`src/rtl/csb_pkg.sv`:
```
// ----------------------------------------------------------------------------
// csb_pkg
// Shared types and constants for the clipped sprite blitter.
// ----------------------------------------------------------------------------
package csb_pkg;

	localparam int SCREEN_WIDTH  = 320;
	localparam int SCREEN_HEIGHT = 200;

	localparam int CFG_IDX_W  = 3;
	localparam int CFG_DATA_W = 16;
	localparam int COUNT_W    = 16;
	localparam int COORD_W    = COUNT_W + 2;
	localparam int ADDR_W     = 16;
	localparam int PIXEL_W    = 8;

	localparam logic [PIXEL_W-1:0] KEY_PIXEL = '1;

	typedef enum logic [CFG_IDX_W-1:0] {
		REG_DEST_X        = 3'd0,
		REG_DEST_Y        = 3'd1,
		REG_SPRITE_WIDTH  = 3'd2,
		REG_SPRITE_HEIGHT = 3'd3,
		REG_KEY_ENABLE    = 3'd4
	} cfg_reg_t;

	// Screen position of one sprite pixel, handed from the raster counters
	// to the write stage.
	typedef struct packed {
		logic                      active;
		logic                      last;
		logic signed [COORD_W-1:0] sx;
		logic signed [COORD_W-1:0] sy;
		logic [PIXEL_W-1:0]        pixel;
	} coord_t;

endpackage

```
`src/rtl/csb_raster.sv`:
```
// ----------------------------------------------------------------------------
// csb_raster
// Column and row counters that follow the sprite pixel position, and the
// screen coordinates of the pixel at the head of the input channel.
// ----------------------------------------------------------------------------
module csb_raster (
	input  logic                                clk,
	input  logic                                arst_n,
	input  logic                                advance,
	input  logic                                clear,
	input  logic [csb_pkg::CFG_DATA_W-1:0]      dest_x,
	input  logic [csb_pkg::CFG_DATA_W-1:0]      dest_y,
	input  logic [csb_pkg::COUNT_W-1:0]         sprite_width,
	input  logic [csb_pkg::COUNT_W-1:0]         sprite_height,
	input  logic [csb_pkg::PIXEL_W-1:0]         source_pixel,
	output csb_pkg::coord_t                     coord
);

	logic [csb_pkg::COUNT_W-1:0] col_q;
	logic [csb_pkg::COUNT_W-1:0] row_q;
	logic                        active;
	logic                        row_end;
	logic                        col_end;

	assign active  = (sprite_width != '0) && (sprite_height != '0);
	assign row_end = ({1'b0, col_q} + (csb_pkg::COUNT_W+1)'(1)) >= {1'b0, sprite_width};
	assign col_end = ({1'b0, row_q} + (csb_pkg::COUNT_W+1)'(1)) >= {1'b0, sprite_height};

	always_comb begin
		coord.active = active;
		coord.last   = active && row_end && col_end;
		coord.sx     = $signed({{2{dest_x[csb_pkg::CFG_DATA_W-1]}}, dest_x})
			+ $signed({2'b00, col_q});
		coord.sy     = $signed({{2{dest_y[csb_pkg::CFG_DATA_W-1]}}, dest_y})
			+ $signed({2'b00, row_q});
		coord.pixel  = source_pixel;
	end

	always_ff @(posedge clk or negedge arst_n) begin
		if (!arst_n) begin
			col_q <= '0;
			row_q <= '0;
		end else if (clear) begin
			col_q <= '0;
			row_q <= '0;
		end else if (advance) begin
			if (!active) begin
				col_q <= '0;
				row_q <= '0;
			end else if (row_end) begin
				col_q <= '0;
				row_q <= col_end ? '0 : row_q + 1'b1;
			end else begin
				col_q <= col_q + 1'b1;
			end
		end
	end

	// The counters never pass the sprite bounds.
	a_col_bound: assert property (@(posedge clk) disable iff (!arst_n)
		(sprite_width != '0) |-> (col_q < sprite_width))
		else $error("column counter beyond sprite width");

	a_row_bound: assert property (@(posedge clk) disable iff (!arst_n)
		(sprite_height != '0) |-> (row_q < sprite_height))
		else $error("row counter beyond sprite height");

endmodule

```
`src/rtl/csb_write_stage.sv`:
```
// ----------------------------------------------------------------------------
// csb_write_stage
// Input register, clipping, color key and address math, and the result
// register with its handshake.
// ----------------------------------------------------------------------------
module csb_write_stage (
	input  logic                           clk,
	input  logic                           arst_n,
	input  logic                           in_valid,
	output logic                           in_ready,
	input  csb_pkg::coord_t                coord,
	input  logic                           key_enable,
	output logic                           out_valid,
	input  logic                           out_ready,
	output logic                           write_enable,
	output logic [csb_pkg::ADDR_W-1:0]     write_address,
	output logic [csb_pkg::PIXEL_W-1:0]    write_data,
	output logic                           end_of_sprite
);

	localparam logic [csb_pkg::COORD_W-2:0] SW = (csb_pkg::COORD_W-1)'(csb_pkg::SCREEN_WIDTH);
	localparam logic [csb_pkg::COORD_W-2:0] SH = (csb_pkg::COORD_W-1)'(csb_pkg::SCREEN_HEIGHT);
	localparam logic [csb_pkg::ADDR_W-1:0]  SW_A = csb_pkg::ADDR_W'(csb_pkg::SCREEN_WIDTH);

	csb_pkg::coord_t             coord_s1;
	logic                        valid_s1;
	logic                        s1_load;
	logic                        s2_load;
	logic                        on_screen;
	logic                        transparent;
	logic                        we;
	logic [csb_pkg::ADDR_W-1:0]  addr;

	assign s2_load  = !out_valid || out_ready;
	assign s1_load  = !valid_s1 || s2_load;
	assign in_ready = s1_load;

	always_ff @(posedge clk or negedge arst_n) begin
		if (!arst_n) begin
			valid_s1 <= 1'b0;
		end else if (s1_load) begin
			valid_s1 <= in_valid;
		end
	end

	always_ff @(posedge clk) begin
		if (s1_load && in_valid) begin
			coord_s1 <= coord;
		end
	end

	always_comb begin
		on_screen = !coord_s1.sx[csb_pkg::COORD_W-1]
			&& (coord_s1.sx[csb_pkg::COORD_W-2:0] < SW)
			&& !coord_s1.sy[csb_pkg::COORD_W-1]
			&& (coord_s1.sy[csb_pkg::COORD_W-2:0] < SH);
		transparent = key_enable && (coord_s1.pixel == csb_pkg::KEY_PIXEL);
		we   = coord_s1.active && on_screen && !transparent;
		// Only the low address bits are kept, so the product is taken mod 2^16.
		addr = coord_s1.sx[csb_pkg::ADDR_W-1:0]
			+ coord_s1.sy[csb_pkg::ADDR_W-1:0] * SW_A;
	end

	always_ff @(posedge clk or negedge arst_n) begin
		if (!arst_n) begin
			out_valid <= 1'b0;
		end else if (s2_load) begin
			out_valid <= valid_s1;
		end
	end

	always_ff @(posedge clk) begin
		if (s2_load && valid_s1) begin
			write_enable  <= we;
			write_address <= we ? addr : '0;
			write_data    <= we ? coord_s1.pixel : '0;
			end_of_sprite <= coord_s1.last;
		end
	end

	a_no_write_zero: assert property (@(posedge clk) disable iff (!arst_n)
		(out_valid && !write_enable) |-> (write_address == '0 && write_data == '0))
		else $error("data or address set on an item without a write");

	a_s1_hold: assert property (@(posedge clk) disable iff (!arst_n)
		(valid_s1 && !s2_load) |=> (valid_s1 && $stable(coord_s1)))
		else $error("input register lost an item during a stall");

	a_full_stall: assert property (@(posedge clk) disable iff (!arst_n)
		(valid_s1 && out_valid && !out_ready) |-> !in_ready)
		else $error("item accepted while both registers are full and stalled");

endmodule

```
`src/rtl/clipped_sprite_blit.sv`:
```
// ----------------------------------------------------------------------------
// clipped_sprite_blit
// Clipped, optionally color-keyed sprite blit: one framebuffer write
// candidate for each sprite pixel.
// ----------------------------------------------------------------------------
// Usage: sprite pixels enter in raster order on source_pixel with
// in_valid/in_ready, one result item leaves on out_valid/out_ready for
// every pixel. The result carries write_enable, write_address
// (column + SCREEN_WIDTH * row), write_data and end_of_sprite.
// Registers dest_x, dest_y, sprite_width, sprite_height and key_enable are
// written through cfg_we/cfg_index/cfg_data; the user must write them only
// while the block is idle, and the block itself does not enforce this; any
// write to a known register restarts the sprite at its first pixel.
// An accepted item sits in the input register, then moves to the result
// register, which drives the outputs. Throughput is one item per cycle while
// the receiver does not stall, set by the input and result registers.
// When the receiver holds out_ready low, the result register holds, the
// input register fills, and then in_ready drops until the result is taken.
// Reset clears the config registers, pixel counters and valid flags, not data.
// ----------------------------------------------------------------------------
module clipped_sprite_blit (
	input  logic                                clk,
	input  logic                                arst_n,
	input  logic                                cfg_we,
	input  logic [csb_pkg::CFG_IDX_W-1:0]       cfg_index,
	input  logic [csb_pkg::CFG_DATA_W-1:0]      cfg_data,
	input  logic                                in_valid,
	output logic                                in_ready,
	input  logic [csb_pkg::PIXEL_W-1:0]         source_pixel,
	output logic                                out_valid,
	input  logic                                out_ready,
	output logic                                write_enable,
	output logic [csb_pkg::ADDR_W-1:0]          write_address,
	output logic [csb_pkg::PIXEL_W-1:0]         write_data,
	output logic                                end_of_sprite
);

	logic [csb_pkg::CFG_DATA_W-1:0] dest_x_q;
	logic [csb_pkg::CFG_DATA_W-1:0] dest_y_q;
	logic [csb_pkg::COUNT_W-1:0]    sprite_width_q;
	logic [csb_pkg::COUNT_W-1:0]    sprite_height_q;
	logic                           key_enable_q;
	logic                           cfg_hit;
	csb_pkg::coord_t                coord;

	always_comb begin
		unique case (cfg_index)
			csb_pkg::REG_DEST_X, csb_pkg::REG_DEST_Y, csb_pkg::REG_SPRITE_WIDTH,
			csb_pkg::REG_SPRITE_HEIGHT, csb_pkg::REG_KEY_ENABLE: cfg_hit = cfg_we;
			default: cfg_hit = 1'b0;
		endcase
	end

	always_ff @(posedge clk or negedge arst_n) begin
		if (!arst_n) begin
			dest_x_q        <= '0;
			dest_y_q        <= '0;
			sprite_width_q  <= '0;
			sprite_height_q <= '0;
			key_enable_q    <= 1'b0;
		end else if (cfg_we) begin
			unique case (cfg_index)
				csb_pkg::REG_DEST_X:        dest_x_q        <= cfg_data;
				csb_pkg::REG_DEST_Y:        dest_y_q        <= cfg_data;
				csb_pkg::REG_SPRITE_WIDTH:  sprite_width_q  <= cfg_data;
				csb_pkg::REG_SPRITE_HEIGHT: sprite_height_q <= cfg_data;
				csb_pkg::REG_KEY_ENABLE:    key_enable_q    <= cfg_data[0];
				default: ;
			endcase
		end
	end

	csb_raster u_raster (
		.clk           (clk),
		.arst_n        (arst_n),
		.advance       (in_valid && in_ready),
		.clear         (cfg_hit),
		.dest_x        (dest_x_q),
		.dest_y        (dest_y_q),
		.sprite_width  (sprite_width_q),
		.sprite_height (sprite_height_q),
		.source_pixel  (source_pixel),
		.coord         (coord)
	);

	csb_write_stage u_write (
		.clk           (clk),
		.arst_n        (arst_n),
		.in_valid      (in_valid),
		.in_ready      (in_ready),
		.coord         (coord),
		.key_enable    (key_enable_q),
		.out_valid     (out_valid),
		.out_ready     (out_ready),
		.write_enable  (write_enable),
		.write_address (write_address),
		.write_data    (write_data),
		.end_of_sprite (end_of_sprite)
	);

endmodule

```
`config.mk`:
```
export PLATFORM = sky130hd
export DESIGN_NAME = clipped_sprite_blit
export DESIGN_NICKNAME = d
export VERILOG_FILES = /design/src/rtl/csb_pkg.sv /design/src/rtl/csb_raster.sv /design/src/rtl/csb_write_stage.sv /design/src/rtl/clipped_sprite_blit.sv
export SDC_FILE = /design/constraint.sdc
export NUM_CORES = 1
export LEC_CHECK = 0
export ABC_AREA = 1
export BUFFER_PORTS_ARGS = -buffer_cell sky130_fd_sc_hd__buf_2
export CORE_MARGIN = 1.5
export CORE_UTILIZATION = 60
export DETAILED_ROUTE_END_ITERATION = 6
export HOLD_SLACK_MARGIN = 0.06
export PLACE_DENSITY = 0.79
export SKIP_LAST_GASP = 1
export SYNTH_ARGS = -nofsm -noshare
export SYNTH_HDL_FRONTEND = slang
export SYNTH_SLANG_ARGS = --single-unit
export TNS_END_PERCENT = 1
```
`constraint.sdc`:
```
create_clock -name clk -period 3.2 [get_ports clk]
set_input_delay 0.64 -clock clk [delete_from_list [all_inputs] [get_ports clk]]
set_output_delay 0.64 -clock clk [all_outputs]
set_load 0.01 [all_outputs]
```
==> reports/metrics.cfg <==
[power_and_ir_drop]
ir_drop_mv = 0.418
power.leakage_nw = 5.88
p_per_area_mw_per_mm2 = 629
finalPower_mw = 7.24

[critical_path]
critPathRequiredTime_ns = 3.40
endpoint_kind = flip-flop
worstSetupPathType = reg -> reg
cp_max_fo = 17
cp-start-kind = flip-flop
worst_ep_arrival_time_ns = 3.31
ff2ff_setup_slack_ns = 0.09

[sta]
hold_viol = 0
tightest_slew_ns = 0.910
fin_worst_skew_ns = 0.00673
fin_crit_sh_pct = 97.2
fin_ws_ns = 0.0898
rsz0062_at_grt = true
slew_headroom_pct = 39.2
whs_ns = 0.241
min_period_ns = 3.11
clock.fmax_mhz = 322
final_max_slew_viol_count = 0
setup_viol = 0

[final_layout]
layout.cells.most_common = nand2_1
instances_no_fill = 1529
ff_latch_area_sq_mm = 0.00464
final_cell_mix = nand2_1 (291), inv_1 (165), nor2_1 (112)
final_nets = 1422
drive_gt1_share_pct = 9.85
fin_util_pct = 68.9
multi_input_area_sq_mm = 0.00495
area_growth_pct = 11.4
antenna_cells = 0
fill_cells = 1333

[route]
via_count = 8397
wl_mm = 24.0
wl_per_cell_um = 15.7
drtPass1Iterations = 6
drc = 0
drtAntennaViolNets = 0
via_per_inst = 5.49
drt_iter0_drc = 862

[global_route]
grt_pass1_vias = 7811
gr-total-overflow = 0
antenna_found_initial = 1
grt_start_max_net_pins = 55
grt_first_pass_wirelength_mm = 38.7
grt_usage_pct = 27.9

[clock_network]
cts_hold_buf = 0
root_buffer = clkbuf_16
post-cts-setup-buffers = 0
htreeDepth = 4
cts_sinks = 171
cts_buffer_depth = 2
clk_latency_ns = 0.44
cts_inserted_buffers = 17
cts_tree = done
clk_pin_slew_ns = 0.07

[yosys]
synth_top_flop_cell = dfrtp_1
synthesis.instances = 1230
synth.ff_latch_count = 171
synth_nets = 1356
yosysSeqAreaShare_pct = 44.9
synth_edf_count = 72
ys_warn_count = 0
ys_async_sr_fraction_pct = 57.9
syn-mean-instance-area_sq_um = 8.40
synth_area_sq_mm = 0.0103
ys_types = 38

[outcome]
status = completed

[place]
pre_cts_ws_ns = 0.159
dp.cells = 1497
globalplace.congestion = 0.927
port_buffers = 59
dp_hpwl_mm = 17.1

[floorplanning]
ioPinCount = 60
row_count = 47
core_area_sq_mm = 0.0167
dieWidth_um = 134
dieArea_sq_mm = 0.0180
die_h_um = 134
start_util_pct = 61.9

[flow_run]
max_cap_violations = 0

[min_path]
hold_class = in -> async

per-stage QoR:
step	TNS [ns]	instance area, sq um
finish	0	11500
floorplan	0	10300
detailed placement	0	10900
global placement	0	10900
CTS	0	11500
global route	-0.489	11500
cells by family (layout without fill, tap and decap cells):
family	Yosys count	after routing	synth area share, %
AO/OA/AOI/OAI	183	183	9.51
AND/OR/NAND/NOR	522	522	21.1
flip-flops	171	171	44.9
buffers and inverters	195	274	7.32
adder cells (fa/ha/maj)	94	94	11.7
XOR/XNOR	65	65	5.51
metal layers:
| layer | GRT usage, % | routed length [um] | vias up |
|---|---|---|---|
| met3 | 5.22 | 1510 | 51 |
| li1 | - | - | 4167 |
| met2 | 46.0 | 11200 | 286 |
| met1 | 37.1 | 10600 | 3891 |
| met5 | 0 | 14 | - |
| met4 | 9.98 | 647 | 2 |
critical path, cell delays in order (launching register included):
cell and delay [ns]:
dfrtp_1 0.48, ha_1 0.25, nand2_1 0.08, nor2_2 0.21
nand3_1 0.15, nor2_1 0.14, xor2_1 0.22, ha_1 0.28
nand2_1 0.10, nor2_1 0.05, nand3_1 0.08, nor2_1 0.04
nor2_1 0.10, nand2_1 0.09, nor2_2 0.12, nand2_2 0.22
and3_1 0.25
worst paths after layout:
kind	startpoint	to	depth (start not counted)
setup reg to reg	u_raster.row_q[0]$_DFFE_PN0P_	u_write.coord_s1[44]$_DFFE_PP_	16
max in group asynchronous	arst_n	sprite_height_q[4]$_DFFE_PN0P_	2
setup / recovery	u_raster.row_q[0]$_DFFE_PN0P_	u_write.coord_s1[44]$_DFFE_PP_	16
hold reg to reg	u_write.coord_s1[44]$_DFFE_PP_	u_write.end_of_sprite$_DFFE_PP_	0
hold / removal	arst_n	dest_y_q[15]$_DFFE_PN0P_	1
min in group clk	source_pixel[3]	u_write.coord_s1[3]$_DFFE_PP_	1
area by class of cell:
class / instances / area share, %
repair buffers: 71 / 3.37
multi-input cells: 864 / 43.0
flip-flops and latches: 171 / 40.3
clock buffers: 17 / 3.70
clock inverters: 15 / 1.63
well taps: 220 / 2.39
inverters: 171 / 5.58
state kept, by name, indices dropped and copies added (netlist names):
signal	flops
u_raster.col_q	16
u_write.out_valid	1
u_write.write_data	8
u_raster.row_q	16
dest_x_q	16
u_write.end_of_sprite	1
u_write.valid_s1	1
u_write.write_enable	1
key_enable_q	1
u_write.coord_s1	46
sprite_height_q	16
u_write.write_address	16
sprite_width_q	16
dest_y_q	16
synthesized netlist by cell type, types with 7 or more instances:
library cell	n	area, sq um
nor2_1	114	428
clkbuf_1	13	48.8
nor3_1	12	60.1
inv_1	166	623
o21bai_1	7	52.6
ha_1	90	1130
nand4_1	17	106
edfxtp_1	72	2160
nor2_2	7	43.8
buf_2	8	40.0
o21ai_0	89	445
o22ai_1	8	50.1
xnor2_1	26	228
nand3_1	60	300
xor2_1	39	342
a21oi_1	54	270
dfrtp_1	99	2480
nand2_1	291	1090
a21o_1	8	60.1
power breakdown:
part / leakage, nW / internal (mW) / switching (mW)
logic: 3.59 / 0.845 / 1.36
clock network: 0.292 / 1.24 / 0.903
registers: 1.99 / 2.66 / 0.224
what timing repair did:
item | CTS | global route
gates resized for setup | 0 | 3
setup endpoints to repair | 0 | 19
endpoints found under the hold margin | 0 | 0
Power figures use the tool's default switching activity.
